## src/design/mwsl_pkg.sv

```systemverilog
// Shared constants and types for the mecanum wheel speed limiter.
package mwsl_pkg;

    localparam int LIMIT_WIDTH     = 15;
    localparam int WHEEL_COUNT     = 4;
    localparam int QUEUE_DEPTH     = 4;
    localparam int QUEUE_PTR_WIDTH = $clog2(QUEUE_DEPTH);

    typedef struct packed {
        logic full;
        logic empty;
    } queue_status_t;

endpackage

```

## src/design/mwsl_if.sv

```systemverilog
// Command and wheel-speed channel interfaces with valid/ready handshake.
interface mwsl_cmd_if #(parameter int SPEED_WIDTH = 16);
    logic                                valid;
    logic                                ready;
    logic signed [SPEED_WIDTH-1:0]       forward_speed;
    logic signed [SPEED_WIDTH-1:0]       sideways_speed;
    logic signed [SPEED_WIDTH-1:0]       turn_speed;
    logic [mwsl_pkg::LIMIT_WIDTH-1:0]    rpm_limit;

    modport source (
        output valid, forward_speed, sideways_speed, turn_speed, rpm_limit,
        input  ready
    );
    modport sink (
        input  valid, forward_speed, sideways_speed, turn_speed, rpm_limit,
        output ready
    );
endinterface


```

## src/design/mwsl_front.sv

```systemverilog
// Front end: accept commands, form wheel sums and magnitudes, find the peak.
module mwsl_front #(
    parameter int SPEED_WIDTH = 16
) (
    input  logic                    clk,
    input  logic                    rst_n,
    mwsl_cmd_if.sink                cmd,
    input  mwsl_pkg::queue_status_t qstat,
    output logic                    push,
    output logic [4 + 5*(SPEED_WIDTH+1) + mwsl_pkg::LIMIT_WIDTH:0] entry
);

    localparam int W  = SPEED_WIDTH;
    localparam int SW = W + 2;
    localparam int MW = W + 1;
    localparam int LW = mwsl_pkg::LIMIT_WIDTH;
    localparam logic [32:0] OUT_MAX = (33'd1 << (W - 1)) - 33'd1;

    logic signed [SW-1:0] vx;
    logic signed [SW-1:0] vy;
    logic signed [SW-1:0] vw;
    logic signed [SW-1:0] sum_next [4];
    logic signed [SW-1:0] sum_reg  [4];
    logic [LW-1:0]        lim_next;
    logic [LW-1:0]        lim_reg;
    logic                 a_valid_reg;

    logic [MW-1:0]        mag_next [4];
    logic [MW-1:0]        mag_reg  [4];
    logic [3:0]           neg_next;
    logic [3:0]           neg_reg;
    logic [LW-1:0]        blim_reg;
    logic                 b_valid_reg;

    logic                 adv_a;
    logic                 adv_b;
    logic [MW-1:0]        peak01;
    logic [MW-1:0]        peak23;
    logic [MW-1:0]        peak;
    logic                 scaled;

    assign adv_b     = !b_valid_reg || !qstat.full;
    assign adv_a     = !a_valid_reg || adv_b;
    assign cmd.ready = adv_a;
    assign push      = b_valid_reg && !qstat.full;

    assign vx = SW'(cmd.forward_speed);
    assign vy = SW'(cmd.sideways_speed);
    assign vw = SW'(cmd.turn_speed);

    always_comb
    begin
        sum_next[0] = vx + vy - vw;
        sum_next[1] = vy - vx - vw;
        sum_next[2] = vx - vy - vw;
        sum_next[3] = -vx - vy - vw;
        // clamp the limit to what the output field can hold
        if (33'(cmd.rpm_limit) > OUT_MAX)
            lim_next = LW'(OUT_MAX);
        else
            lim_next = cmd.rpm_limit;
    end

    always_comb
    begin
        for (int k = 0; k < 4; k++)
        begin
            neg_next[k] = sum_reg[k][SW-1];
            mag_next[k] = neg_next[k] ? MW'(-sum_reg[k]) : MW'(sum_reg[k]);
        end
    end

    always_ff @(posedge clk or negedge rst_n)
    begin
        if (!rst_n)
        begin
            a_valid_reg <= 1'b0;
            b_valid_reg <= 1'b0;
        end
        else
        begin
            if (adv_a)
                a_valid_reg <= cmd.valid;
            if (adv_b)
                b_valid_reg <= a_valid_reg;
        end
    end

    always_ff @(posedge clk)
    begin
        if (adv_a)
        begin
            sum_reg <= sum_next;
            lim_reg <= lim_next;
        end
        if (adv_b)
        begin
            mag_reg  <= mag_next;
            neg_reg  <= neg_next;
            blim_reg <= lim_reg;
        end
    end

    assign peak01 = (mag_reg[0] > mag_reg[1]) ? mag_reg[0] : mag_reg[1];
    assign peak23 = (mag_reg[2] > mag_reg[3]) ? mag_reg[2] : mag_reg[3];
    assign peak   = (peak01 > peak23) ? peak01 : peak23;
    // the clamped limit always fits MW bits, so the resize is exact
    assign scaled = peak > MW'(blim_reg);

    assign entry = {scaled, peak, blim_reg,
                    mag_reg[3], mag_reg[2], mag_reg[1], mag_reg[0], neg_reg};

endmodule

```

## src/flat_wrapper.sv

```systemverilog
// flat-port wrapper written by rule: the top's interface ports become plain ports
module mwsl_front_flat 
#(
    parameter int SPEED_WIDTH = 16
)
  (clk, rst_n, qstat, push, entry, cmd_valid, cmd_forward_speed, cmd_sideways_speed, cmd_turn_speed, cmd_rpm_limit, cmd_ready);
  mwsl_cmd_if #(.SPEED_WIDTH(SPEED_WIDTH)) cmd_i ();
  input  logic clk;
  input  logic rst_n;
  input  mwsl_pkg::queue_status_t qstat;
  output logic push;
  output logic [4 + 5*(SPEED_WIDTH+1) + mwsl_pkg::LIMIT_WIDTH:0] entry;
  input wire logic [$bits(cmd_i.valid)-1:0] cmd_valid;
  input wire logic [$bits(cmd_i.forward_speed)-1:0] cmd_forward_speed;
  input wire logic [$bits(cmd_i.sideways_speed)-1:0] cmd_sideways_speed;
  input wire logic [$bits(cmd_i.turn_speed)-1:0] cmd_turn_speed;
  input wire logic [$bits(cmd_i.rpm_limit)-1:0] cmd_rpm_limit;
  output wire logic [$bits(cmd_i.ready)-1:0] cmd_ready;
  assign cmd_i.valid = cmd_valid;
  assign cmd_i.forward_speed = cmd_forward_speed;
  assign cmd_i.sideways_speed = cmd_sideways_speed;
  assign cmd_i.turn_speed = cmd_turn_speed;
  assign cmd_i.rpm_limit = cmd_rpm_limit;
  assign cmd_ready = cmd_i.ready;
  mwsl_front #(.SPEED_WIDTH(SPEED_WIDTH)) u_core (.clk(clk), .rst_n(rst_n), .cmd(cmd_i), .qstat(qstat), .push(push), .entry(entry));
endmodule
```

## config.mk

```make
export PLATFORM = sky130hd
export DESIGN_NAME = mwsl_front_flat
export DESIGN_NICKNAME = d
export VERILOG_FILES = /design/src/design/mwsl_pkg.sv /design/src/design/mwsl_if.sv /design/src/design/mwsl_front.sv /design/src/flat_wrapper.sv
export SDC_FILE = /design/constraint.sdc
export NUM_CORES = 1
export LEC_CHECK = 0
export ABC_AREA = 1
export BUFFER_PORTS_ARGS = -buffer_cell sky130_fd_sc_hd__buf_2
export CORE_AREA = 10 10 198 154
export DETAILED_ROUTE_END_ITERATION = 10
export DIE_AREA = 0 0 208 164
export MAX_ROUTING_LAYER = met4
export PLACE_DENSITY = 0.75
export SYNTH_ARGS = -nofsm -noshare
export SYNTH_HDL_FRONTEND = slang
export SYNTH_SLANG_ARGS = --single-unit
```

## constraint.sdc

```tcl
create_clock -name clk -period 12.9 [get_ports clk]
set_clock_uncertainty 0.05 [all_clocks]
set_input_delay 3.225 -clock clk [delete_from_list [all_inputs] [get_ports clk]]
set_output_delay 3.225 -clock clk [all_outputs]
set_load 0.01 [all_outputs]
```

==> impl_metrics.csv <==
group,metric,value,unit
clock_network,root_buffer,"clkbuf_16",
route,wirelength,37700,um
route,detail-route-antenna-nets,0,
sta,finalHoldViolCount,0,
route,routedWlPerCell,17.9,um
setup_path,slowest_stage,"inv_2",
worst_hold_path,min_path_type,"flip-flop to flip-flop",
synth,synth_edf_count,172,
clock_network,clock_latency,0.44,ns
grt,grt_usage,22.6,%
clock_network,clockBufferDepth,2,
setup_path,r2r_slack,10.72,ns
synth,synth.avg_cell_area,9.20,sq um
floorplanning,core_area,26500,sq um
cells_and_area,layout.nets,2034,
floorplanning,die_w,208,um
cells_and_area,drive_gt1_share,16.8,%
setup_path,cp.arrival,5.44,ns
grt,first_global_vias,10800,
route,vias,11000,
floorplanning,row_count,52,
synth,yosys.area.top_type,"edfxtp_1",
route,vias_per_cell,5.22,
grt,antenna_found_initial,2,
sta,max_freq,0.115,GHz
status,status,"finished clean",
sta,postLayoutSetupSlackWorst,4.18,ns
setup_path,worstPathMaxFanout,31,
placement,placed_area,15600,sq um
floorplanning,die_area,34100,sq um
placement,portBuffers,173,
synth,yosys_warnings,0,
clock_network,cts_max_level,4,
floorplanning,initial_core_util,54.2,%
sta,period_share,67.6,%
synth,postSynthCellCount,1563,
clock_network,cts_resized,0,
sta,maxSlewHeadroom,41.7,%
setup_path,critPathLaunchType,"flip-flop",
setup_path,required,9.62,ns
synth,yosysUniqueCellTypes,50,
placement,dpl.cell_count,2074,
route,drtPass1Iterations,6,
setup_path,endpoint_kind,"output port",
placement,dp_hpwl,31500,um
synth,syn_area,14400,sq um
grt,grt_overflow_total,0,
sta,tightest_slew,0.875,ns
floorplanning,dieHeight,164,um
cells_and_area,syn_to_final_growth,12.4,%
synth,synth-seq-area-share,36.3,%
synth,synth_most_common_cell,"inv_1",
run,drv_cap,0,
clock_network,numCtsBuffers,17,
clock_network,tritoncts,"done",
setup_path,crit_type,"flip-flop to output port",
cells_and_area,fin_cells,2108,
clock_network,cts_setup_buffers,0,
grt,grt_pass1_wl,59000,um
placement,place_ws,4.65,ns
clock_network,cts_hold_buf,0,
sta,finalSetupViolCount,0,
sta,setup_tns,0,ns
sta,grt_setup_unrepaired,"no",
sta,slew_viol_final,0,
route,drt_first_iter_violations,748,
cells_and_area,fin_util,60.9,%
route,drc_errors,0,
synth,synth_nets,1855,
synth,synth_top_flop_cell,"edfxtp_1",
cells_and_area,num-fill-cells,2266,
clock_network,clkSlewWorstSetupHoldPaths,0.08,ns
setup_path,cpPeakStageDelay,0.49,ns
sta,period_minus_slack,8.72,ns
power_and_ir_drop,power.leakage,8.06,nW
synth,synth_top_area_share,35.9,%
placement,place.gp.congestion,0.924,
synth,async_flop_share,1.15,%
cells_and_area,postLayoutCellArea,16200,sq um
grt,grt_max_degree,72,
setup_path,crit_path_frequent_cell,"nand2_1",
synth,synth_area_leaders,"edfxtp_1 36%, ha_1 14%, fa_1 8.9%",
synth,synth-seq-cells,174,
floorplanning,io-pin-count,175,
power_and_ir_drop,vdd_ir_drop_max,0.356,mV
clock_network,cts.sinks,174,
power_and_ir_drop,p_per_area,277,nW/um^2
synth,synth_commonest_cells,"296 x inv_1, 258 x nand2_1, 172 x edfxtp_1, 160 x ha_1, 92 x xor2_1",
## report_power, final
group	switching, mW	leakage [nW]	internal [mW]
Sequential	0.209	1.76	0.928
Clock	0.241	0.268	0.254
Combinational	1.82	6.03	1.02
Total	2.27	8.06	2.21
## logic make-up after synthesis
kind of cell	count (synthesis)	share of synthesized area (%)
xor gates and xnor gates	118	7.19
and+or+nand+nor	513	16.2
DFF	174	36.3
AOI/OAI and AO/OA	213	8.65
adders and majority gates	224	22.8
buffers and inverters	321	8.87
## per-layer routing
metal / track usage, % / wire [um] / vias up
met5: - / 0 / -
met4: 6.15 / 720 / 0
met3: 3.57 / 2260 / 45
met2: 35.8 / 17300 / 346
met1: 29.7 / 17400 / 5162
li1: - / - / 5450
## final timing paths
kind	start	end	depth (start not counted)
setup reg to reg	u_core.sum_reg[18]	u_core.entry[54]	7
min in group asynchronous	rst_n	u_core.b_valid_reg	1
setup / recovery	u_core.entry[46]	entry[104]	33
max in group asynchronous	rst_n	u_core.a_valid_reg	1
hold / removal	u_core.lim_reg[10]	u_core.blim_reg[10]	0
hold reg to reg	u_core.lim_reg[10]	u_core.blim_reg[10]	0
## layout make-up
class	count	area (sq um)	share of cell area, %
Multi-Input combinational cell	1068	7910	49.0
Sequential cell	174	5220	32.3
Inverter	306	1150	7.15
Timing Repair Buffer	175	881	5.45
Tap cell	351	439	2.72
Clock buffer	18	429	2.66
Clock inverter	14	124	0.766
Antenna cell	2	5.00	0.0310
## critical path, delay by kind of cell (launching register included)
kind                       cells  cell delay (ns)
and+or+nand+nor               23             2.20
adders and majority gates      3             1.01
buffers and inverters          3             0.68
AOI/OAI and AO/OA              4             0.67
DFF                            1             0.44
## layout by cell type, fill, tap and decap left out, types with 10 or more instances in the layout
cell / n
xor2_1: 92
o21ai_1: 32
clkbuf_16: 17
nand2_1: 257
a31oi_1: 11
xnor2_1: 26
edfxtp_1: 172
o21ai_0: 31
nand2_2: 37
nor3_1: 19
fa_1: 64
inv_1: 296
a21oi_1: 86
nand3_1: 76
a21o_1: 10
buf_2: 173
o21ai_2: 18
nor2_1: 81
ha_1: 160
## per-stage QoR
step           total power, mW  hold WS [ns]
2_1_floorplan             3.13         0.350
3_3_place_gp              3.90         0.352
3_5_place_dp              3.99         0.355
4_1_cts                   4.49         0.360
5_1_grt                   4.91         0.362
6_report                  4.48         0.361
(Power assumes the default switching activity.)
