## config.mk

```make
export PLATFORM = sky130hd
export DESIGN_NAME = mwsl_queue
export DESIGN_NICKNAME = d
export VERILOG_FILES = /design/src/design/mwsl_pkg.sv /design/src/design/mwsl_queue.sv
export SDC_FILE = /design/constraint.sdc
export NUM_CORES = 1
export LEC_CHECK = 0
export ABC_AREA = 0
export BUFFER_PORTS_ARGS = -buffer_cell sky130_fd_sc_hd__buf_4
export CORE_MARGIN = 1.5
export CORE_UTILIZATION = 55
export DETAILED_ROUTE_END_ITERATION = 10
export PLACE_DENSITY = 0.77
export SKIP_CTS_REPAIR_TIMING = 1
export SYNTH_ARGS = -nofsm -noshare
export SYNTH_HDL_FRONTEND = slang
export SYNTH_SLANG_ARGS = --single-unit
```

## constraint.sdc

```tcl
create_clock -name clk -period 1.85 [get_ports clk]
set_input_delay 0.2775 -clock clk [delete_from_list [all_inputs] [get_ports clk]]
set_output_delay 0.2775 -clock clk [all_outputs]
set_load 0.005 [all_outputs]
```

## src/design/mwsl_pkg.sv

```systemverilog
// Shared constants and types for the mecanum wheel speed limiter.
package mwsl_pkg;

    localparam int LIMIT_WIDTH     = 15;
    localparam int WHEEL_COUNT     = 4;
    localparam int QUEUE_DEPTH     = 4;
    localparam int QUEUE_PTR_WIDTH = $clog2(QUEUE_DEPTH);

    typedef struct packed {
        logic full;
        logic empty;
    } queue_status_t;

endpackage

```

## src/design/mwsl_queue.sv

```systemverilog
// Small register queue between the front end and the scaling back end.
module mwsl_queue #(
    parameter int DATA_WIDTH = 8
) (
    input  logic                    clk,
    input  logic                    rst_n,
    input  logic                    push,
    input  logic [DATA_WIDTH-1:0]   push_data,
    input  logic                    pop,
    output logic [DATA_WIDTH-1:0]   head_data,
    output mwsl_pkg::queue_status_t status
);

    localparam int PW = mwsl_pkg::QUEUE_PTR_WIDTH;
    localparam int CW = PW + 1;

    logic [DATA_WIDTH-1:0] mem_reg [mwsl_pkg::QUEUE_DEPTH];
    logic [PW-1:0]         wr_ptr_reg;
    logic [PW-1:0]         wr_ptr_next;
    logic [PW-1:0]         rd_ptr_reg;
    logic [PW-1:0]         rd_ptr_next;
    logic [CW-1:0]         count_reg;
    logic [CW-1:0]         count_next;

    assign status.full  = count_reg == CW'(mwsl_pkg::QUEUE_DEPTH);
    assign status.empty = count_reg == '0;
    assign head_data    = mem_reg[rd_ptr_reg];

    always_comb
    begin
        wr_ptr_next = push ? wr_ptr_reg + PW'(1) : wr_ptr_reg;
        rd_ptr_next = pop  ? rd_ptr_reg + PW'(1) : rd_ptr_reg;
        count_next  = count_reg + CW'(push) - CW'(pop);
    end

    always_ff @(posedge clk or negedge rst_n)
    begin
        if (!rst_n)
        begin
            wr_ptr_reg <= '0;
            rd_ptr_reg <= '0;
            count_reg  <= '0;
        end
        else
        begin
            wr_ptr_reg <= wr_ptr_next;
            rd_ptr_reg <= rd_ptr_next;
            count_reg  <= count_next;
        end
    end

    always_ff @(posedge clk)
    begin
        if (push)
            mem_reg[wr_ptr_reg] <= push_data;
    end

endmodule

```

==> impl_metrics.env, run 1 <==
export IMPL_final_common_cell="edfxtp_1"
export IMPL_grt_overflow=0
export IMPL_p_per_area_nw_per_um2=1460
export IMPL_initial_core_util=0.569
export IMPL_n_fill_cell=196
export IMPL_drtPass1Iterations=4
export IMPL_drt_iter0_drc=9
export IMPL_muxShareOfSynthArea=0.117
export IMPL_ios=22
export IMPL_dp_hpwl_um=1550
export IMPL_diodes=0
export IMPL_hold_violations=0
export IMPL_critPathMaxStageDelay_ps=520
export IMPL_crit_top_cell="buf_6"
export IMPL_setup_viol=0
export IMPL_gr_usage_all_layers=0.175
export IMPL_tritoncts="done"
export IMPL_cts_buffers_inserted=5
export IMPL_drive_above_1_share=0.346
export IMPL_synth_fa_ha_area_frac=0.0616
export IMPL_areaGrowthSynthToFinish_pct=18.4
export IMPL_path_cells="buf_6, mux4_2, buf_6"
export IMPL_final_cell_mix="edfxtp_1 (32), buf_4 (18), mux4_2 (8), dfrtp_1 (7)"
export IMPL_synth_top_family_by_area="multiplexers"
export IMPL_maxSlewViolCount=0
export IMPL_crit_cells=3
export IMPL_critPathKind="reg2out"
export IMPL_synth_xor_area_frac=0.0284
export IMPL_wl_per_cell_um=16.6
export IMPL_hold_worst_slack_ps=138
export IMPL_totalWireLength_um=2300
export IMPL_crit_path_end_kind="output port"
export IMPL_num_vias=733
export IMPL_die_w_um=56.0
export IMPL_grt_first_pass_wirelength_um=3790
export IMPL_drt_antenna_violating_nets=0
export IMPL_coreArea_um2=2710
export IMPL_synth_seq_cells=39
export IMPL_critPathLaunchType="flip-flop"
export IMPL_max_freq_mhz=557
export IMPL_arrival_ps=1520
export IMPL_via_per_inst=5.31
export IMPL_synth_seq_area_share=0.736
export IMPL_cts_path_max_buffers=2
export IMPL_gp_congestion=0.657
export IMPL_first_global_vias=755
export IMPL_largest_register_ffs=32
export IMPL_dieHeight_um=56.0
export IMPL_finalPower_w=0.00266
export IMPL_post_route_min_period_ps=1800
export IMPL_cp_required_ps=1570
export IMPL_avgSynthCellArea_um2=20.3
export IMPL_hold_path_depth=1
export IMPL_clkTransAtPathRegs_ps=110
export IMPL_port_buffers=21
export IMPL_worst_path_max_delay_cell="mux4_2"
export IMPL_critical_path_peak_fanout=6
export IMPL_path_buf_inv=2
export IMPL_yosysWarnings=0
export IMPL_outcome="finished clean"
export IMPL_rows=19
export IMPL_cpLargestDelayFamily="multiplexers"
export IMPL_syn_nets=95
export IMPL_grt_max_degree=12
export IMPL_p_leak_nw=0.705
export IMPL_cts_num_sinks=39
export IMPL_drc=0
export IMPL_h_tree_depth=2
export IMPL_netlist_area_um2=1540
export IMPL_fin_crit_sh=0.971
export IMPL_synth_simple_area_share=0.0284
export IMPL_fin_ws_ps=53.6
export IMPL_finClkSkew_ps=4.80
export IMPL_pre_cts_ws_ps=252
export IMPL_nNetsFinal=125
export IMPL_max_cap_violations=0
export IMPL_netlist_instances=76
export IMPL_tightest_slew_ps=435
export IMPL_max_vdd_ir_drop_mv=0.946
export IMPL_yosysUniqueCellTypes=15
export IMPL_maxSlewHeadroom=0.710
export IMPL_grt_setup_unrepaired="true"
export IMPL_cts_root_buf="clkbuf_4"
export IMPL_dieArea_um2=3130
export IMPL_r2r_cells=6
export IMPL_clkLatencyLatePin_ps=330
export IMPL_hp_class="in2reg"
export IMPL_antenna_found_initial=0
export IMPL_synth_compound_area_share=0.00324
[power breakdown]
part	switching (W)	internal [W]
Combinational	0.000388	0.000563
Clock	0.000250	0.000152
Sequential	0.000127	0.00118
[cell type report]
cell class | count | area (um2) | share of cell area
Clock buffer | 8 | 48.8 | 0.0267
Sequential cell | 39 | 1140 | 0.622
Inverter | 6 | 22.5 | 0.0123
Timing Repair Buffer | 25 | 213 | 0.116
Multi-Input combinational cell | 29 | 368 | 0.201
Tap cell | 31 | 38.8 | 0.0212
[path summary, 6_finish.rpt]
kind / slack (ps) / start / endpoint
worst min-delay path: 140 / push_data[0] / mem_reg[2][0]
max in group asynchronous: 1440 / rst_n / count_reg[1]
worst max-delay path: 50 / rd_ptr_reg[0] / head_data[6]
min in group asynchronous: 280 / rst_n / wr_ptr_reg[1]
worst max register to register: 270 / count_reg[0] / count_reg[2]
worst min register to register: 580 / wr_ptr_reg[0] / wr_ptr_reg[0]
[synth_stat cells (all sizes together)]
library cell / instances / area [um2]
and3: 1 / 6.26
ha: 6 / 75.1
and2: 4 / 25.0
o21ai: 1 / 5.00
fa: 1 / 20.0
xnor2: 2 / 17.5
edfxtp: 32 / 961
nor3: 1 / 5.00
buf: 2 / 16.3
inv: 6 / 22.5
dfrtp: 7 / 175
nand2: 2 / 7.51
mux4: 8 / 180
xor2: 3 / 26.3
[kinds of logic after synthesis]
logic type / Yosys count
AO/OA/AOI/OAI: 1
buffers and inverters: 8
adder cells (fa/ha/maj): 7
flip-flops: 39
multiplexers: 8
AND/OR/NAND/NOR: 8
XOR/XNOR: 5
[per-stage QoR]
stage	utilization	TNS, ps	cell area, um2	std cells
floorplan	-	0	1540	76
global placement	0.641	0	1740	128
detailed placement	0.641	0	1740	128
CTS	0.659	-23.5	1790	136
global route	0.674	-136	1830	138
finish	0.674	0	1830	138
[routing by layer]
layer | vias to the layer above | wire length [um] | part of all wire | global-route usage
met5 | - | 0 | 0 | 0
met4 | 0 | 46 | 0.020 | 0.0714
met3 | 5 | 102 | 0.044 | 0.0791
met2 | 20 | 1140 | 0.50 | 0.257
met1 | 361 | 1010 | 0.44 | 0.229
li1 | 347 | - | - | -
Power figures use the tool's default switching activity.
==> run 2, diff against run 1 <==
--- a/config.mk
+++ b/config.mk
@@ -8,9 +8,9 @@
 export ABC_AREA = 0
 export BUFFER_PORTS_ARGS = -buffer_cell sky130_fd_sc_hd__buf_4
 export CORE_MARGIN = 1.5
-export CORE_UTILIZATION = 55
+export CORE_UTILIZATION = 50
 export DETAILED_ROUTE_END_ITERATION = 10
-export PLACE_DENSITY = 0.77
+export PLACE_DENSITY = 0.71
 export SKIP_CTS_REPAIR_TIMING = 1
 export SYNTH_ARGS = -nofsm -noshare
 export SYNTH_HDL_FRONTEND = slang
==> run 2 against run 1 <==
- sequential share of layout area down 0.92 points
- via count up 0.14%
- first-iteration DRC count up 110%
- clock power up 19%
- non-clock buffer count unchanged
- sequential power about the same
- register-to-register slack better by 50 ps
- count of clock-buffer cells in the layout unchanged
- setup slack worse by 10 ps
- cell area up 1.5%
- die area up 9.5%
- largest cell class unchanged
==> impl_metrics.env, run 2 (synthesized netlist as in run 1, its figures left out) <==
export IMPL_clkLatencyLatePin_ps=330
export IMPL_placed_area_um2=1740
export IMPL_final_common_cell="edfxtp_1"
export IMPL_cts_root_buf="clkbuf_4"
export IMPL_setup_viol=0
export IMPL_drtPass1Iterations=4
export IMPL_gp_congestion=0.667
export IMPL_crit_top_cell="buf_6"
export IMPL_path_cells="buf_6, mux4_2, buf_6"
export IMPL_rows=19
export IMPL_totalWireLength_um=2430
export IMPL_grt_max_degree=12
export IMPL_final_cell_mix="edfxtp_1 (32), buf_4 (16), mux4_2 (8), buf_6 (8), dfrtp_1 (7)"
export IMPL_dieArea_um2=3430
export IMPL_num_vias=734
export IMPL_outcome="finished clean"
export IMPL_clkTransAtPathRegs_ps=110
export IMPL_drive_above_1_share=0.364
export IMPL_areaGrowthSynthToFinish_pct=20.2
export IMPL_hold_violations=0
export IMPL_fin_crit_sh=0.976
export IMPL_pre_cts_ws_ps=299
export IMPL_diodes=0
export IMPL_max_vdd_ir_drop_mv=0.752
export IMPL_fin_cells=138
export IMPL_p_per_area_nw_per_um2=1490
export IMPL_arrival_ps=1530
export IMPL_maxSlewHeadroom=0.693
export IMPL_cp_required_ps=1570
export IMPL_drt_antenna_violating_nets=0
export IMPL_max_cap_violations=0
export IMPL_wl_per_cell_um=17.6
export IMPL_utilization=0.650
export IMPL_via_per_inst=5.32
export IMPL_n_fill_cell=205
export IMPL_max_freq_mhz=554
export IMPL_gr_usage_all_layers=0.164
export IMPL_multiInputGateArea_um2=368
export IMPL_critical_path_peak_fanout=5
export IMPL_finalPower_w=0.00276
export IMPL_maxSlewViolCount=0
export IMPL_drc=0
export IMPL_initial_core_util=0.541
export IMPL_die_w_um=58.5
export IMPL_p_leak_nw=0.719
export IMPL_worst_path_max_delay_cell="mux4_2"
export IMPL_fin_ws_ps=43.6
export IMPL_largest_register_ffs=32
export IMPL_seq_area_um2=1140
export IMPL_dieHeight_um=58.5
export IMPL_grt_overflow=0
export IMPL_antenna_found_initial=0
export IMPL_grt_first_pass_wirelength_um=3790
export IMPL_hp_class="in2reg"
export IMPL_cts_buffers_inserted=5
export IMPL_critPathLaunchType="flip-flop"
export IMPL_finClkSkew_ps=4.97
export IMPL_ios=22
export IMPL_tritoncts="done"
export IMPL_h_tree_depth=2
export IMPL_grt_setup_unrepaired="true"
export IMPL_cts_num_sinks=39
export IMPL_coreArea_um2=2850
export IMPL_nNetsFinal=125
export IMPL_first_global_vias=798
export IMPL_dpl_cell_count=128
export IMPL_crit_path_end_kind="output port"
export IMPL_cts_path_max_buffers=2
export IMPL_critPathMaxStageDelay_ps=520
export IMPL_post_route_min_period_ps=1810
export IMPL_port_buffers=21
export IMPL_tightest_slew_ps=460
export IMPL_drt_iter0_drc=19
export IMPL_dp_hpwl_um=1640
export IMPL_critPathKind="reg2out"
export IMPL_design_area_um2=1850
-- run 2: critical path, delay by kind of cell (launching register included) --
kind | cells | cell delay (ps)
muxes | 1 | 520
buffers and inverters | 2 | 280
DFF | 1 | 400
-- run 2: area by class of cell --
cell class | instances | share of cell area
multi-input combinational | 29 | 0.198
tap | 31 | 0.0209
timing repair buffer | 25 | 0.119
sequential | 39 | 0.613
inverter | 6 | 0.0121
clock buffer | 8 | 0.0371
-- run 2: per-stage QoR --
step	hold WS, ps	setup TNS (ps)
floorplan	-18.1	0
global placement	95.0	0
detailed placement	99.2	0
CTS	-278	0
global route	112	-38.4
finish	132	0
-- run 2: path summary, 6_finish.rpt --
path | depth (start not counted) | slack [ps] | from | end
min reg2reg | 1 | 550 | wr_ptr_reg[0] | wr_ptr_reg[0]
max reg2reg | 6 | 320 | count_reg[0] | count_reg[2]
min in group asynchronous | 2 | 280 | rst_n | count_reg[0]
min | 1 | 130 | push_data[0] | mem_reg[1][0]
max in group asynchronous | 2 | 1440 | rst_n | rd_ptr_reg[0]
max | 3 | 40 | rd_ptr_reg[0] | head_data[6]
-- run 2: layer usage --
layer	track usage	share of wire	wire, um
met5	0	0	0
met4	0.0698	0.016	39
met3	0.0659	0.047	113
met2	0.247	0.48	1160
met1	0.213	0.46	1120
-- run 2: power by group --
part	internal [W]	total [W]	switching [W]
Sequential	0.00118	0.00131	0.000130
Clock	0.000224	0.000477	0.000253
Combinational	0.000578	0.000969	0.000391
Total	0.00198	0.00276	0.000775
==> run 3, diff against run 2 <==
--- a/config.mk
+++ b/config.mk
@@ -9,7 +9,9 @@
 export BUFFER_PORTS_ARGS = -buffer_cell sky130_fd_sc_hd__buf_4
 export CORE_MARGIN = 1.5
 export CORE_UTILIZATION = 50
+export CTS_CLUSTER_SIZE = 10
 export DETAILED_ROUTE_END_ITERATION = 10
+export MAX_ROUTING_LAYER = met4
 export PLACE_DENSITY = 0.71
 export SKIP_CTS_REPAIR_TIMING = 1
 export SYNTH_ARGS = -nofsm -noshare
==> run 3 against run 2 <==
- sequential cell count is the same
- utilization is the same
- cell area is the same
- sequential share of layout area is the same
- global-route usage grew 0.51 points
- non-clock buffer count is the same
- wire length grew 0.12%
- clock power is essentially flat
- cell count is the same
- power is essentially flat
- largest power group unchanged
==> impl_metrics.env, run 3 (synthesized netlist as in run 1, its figures left out) <==
export IMPL_outcome="finished clean"
export IMPL_grt_overflow=0
export IMPL_p_leak_nw=0.719
export IMPL_post_route_min_period_ps=1810
export IMPL_hold_path_depth=1
export IMPL_areaGrowthSynthToFinish_pct=20.2
export IMPL_cts_buffers_inserted=5
export IMPL_largest_register_ffs=32
export IMPL_first_global_vias=798
export IMPL_r2r_start="count_reg[0]"
export IMPL_timing_reg2reg_setup_slack_ps=320
export IMPL_maxSlewHeadroom=0.693
export IMPL_maxSlewViolCount=0
export IMPL_clkTransAtPathRegs_ps=110
export IMPL_die_w_um=58.5
export IMPL_dieHeight_um=58.5
export IMPL_utilization=0.650
export IMPL_arrival_ps=1530
export IMPL_ios=22
export IMPL_drt_iter0_drc=19
export IMPL_via_per_inst=5.32
export IMPL_fin_crit_sh=0.977
export IMPL_tritoncts="done"
export IMPL_fin_ws_ps=42.9
export IMPL_grt_first_pass_wirelength_um=3790
export IMPL_port_buffers=21
export IMPL_drc=0
export IMPL_r2r_end="count_reg[2]"
export IMPL_final_common_cell="edfxtp_1"
export IMPL_pre_cts_ws_ps=299
export IMPL_grt_setup_unrepaired="true"
export IMPL_setup_viol=0
export IMPL_cp_required_ps=1570
export IMPL_gp_congestion=0.674
export IMPL_finClkSkew_ps=4.97
export IMPL_h_tree_depth=2
export IMPL_wl_per_cell_um=17.6
export IMPL_r2r_cells=6
export IMPL_critPathKind="reg2out"
export IMPL_initial_core_util=0.541
export IMPL_drt_antenna_violating_nets=0
export IMPL_cts_num_sinks=39
export IMPL_max_vdd_ir_drop_mv=0.752
export IMPL_cts_root_buf="clkbuf_4"
export IMPL_antenna_found_initial=0
export IMPL_grt_max_degree=12
export IMPL_nNetsFinal=125
export IMPL_tightest_slew_ps=460
export IMPL_hold_end="mem_reg[1][0]"
export IMPL_drive_above_1_share=0.364
export IMPL_diodes=0
export IMPL_dp_hpwl_um=1640
export IMPL_totalWireLength_um=2430
export IMPL_final_cell_mix="edfxtp_1 (32), buf_4 (16), mux4_2 (8), buf_6 (8), dfrtp_1 (7)"
export IMPL_critical_path_peak_fanout=5
export IMPL_coreArea_um2=2850
export IMPL_max_freq_mhz=553
export IMPL_hold_violations=0
export IMPL_gr_usage_all_layers=0.169
export IMPL_num_vias=734
export IMPL_crit_path_end_kind="output port"
export IMPL_hold_worst_slack_ps=131
export IMPL_dieArea_um2=3430
export IMPL_clkLatencyLatePin_ps=330
export IMPL_rows=19
export IMPL_hold_start="push_data[0]"
export IMPL_critPathLaunchType="flip-flop"
export IMPL_drtPass1Iterations=4
export IMPL_hp_class="in2reg"
export IMPL_max_cap_violations=0
export IMPL_cts_path_max_buffers=2
export IMPL_p_per_area_nw_per_um2=1490
## run 3: through the flow
stage | instance area [um2] | power [W] | instances | TNS (ps)
2_1_floorplan | 1540 | 0.00183 | 76 | 0
3_3_place_gp | 1740 | 0.00217 | 128 | 0
3_5_place_dp | 1740 | 0.00221 | 128 | 0
4_1_cts | 1810 | 0.00269 | 136 | 0
5_1_grt | 1850 | 0.00293 | 138 | -38.4
6_report | 1850 | 0.00276 | 138 | 0
## run 3: per-layer routing
layer	vias up	GRT usage	wire, um
met2	23	0.247	1160
met5	-	-	0
li1	344	-	-
met1	363	0.213	1120
met3	4	0.0659	117
met4	0	0.0698	40
## run 3: worst max-delay path by stage
stage	from	end	slack (ps)	depth (start not counted)
floorplan	count_reg[0]	count_reg[2]	410	6
global placement	pop	count_reg[2]	350	6
detailed placement	pop	count_reg[2]	300	6
CTS	rd_ptr_reg[0]	head_data[6]	1	3
global route	rd_ptr_reg[0]	head_data[6]	-20	3
finish	rd_ptr_reg[0]	head_data[6]	40	3
## run 3: cell type report
class                           instances  area (um2)
Sequential cell                        39        1140
Fill cell                             205         998
Multi-Input combinational cell         29         368
Timing Repair Buffer                   25         220
Clock buffer                            8        68.8
Tap cell                               31        38.8
Inverter                                6        22.5
## run 3: where the power goes
group	leakage (nW)	total [W]	switching [W]	internal, W
clock network	0.0386	0.000477	0.000254	0.000224
registers	0.376	0.00131	0.000130	0.00118
logic	0.305	0.000969	0.000391	0.000578
total	0.719	0.00276	0.000775	0.00198
## run 3: worst max-delay path: stages (launching register included)
cell     delay [ps]
dfrtp_1         400
buf_6           150
mux4_2          520
buf_6           130
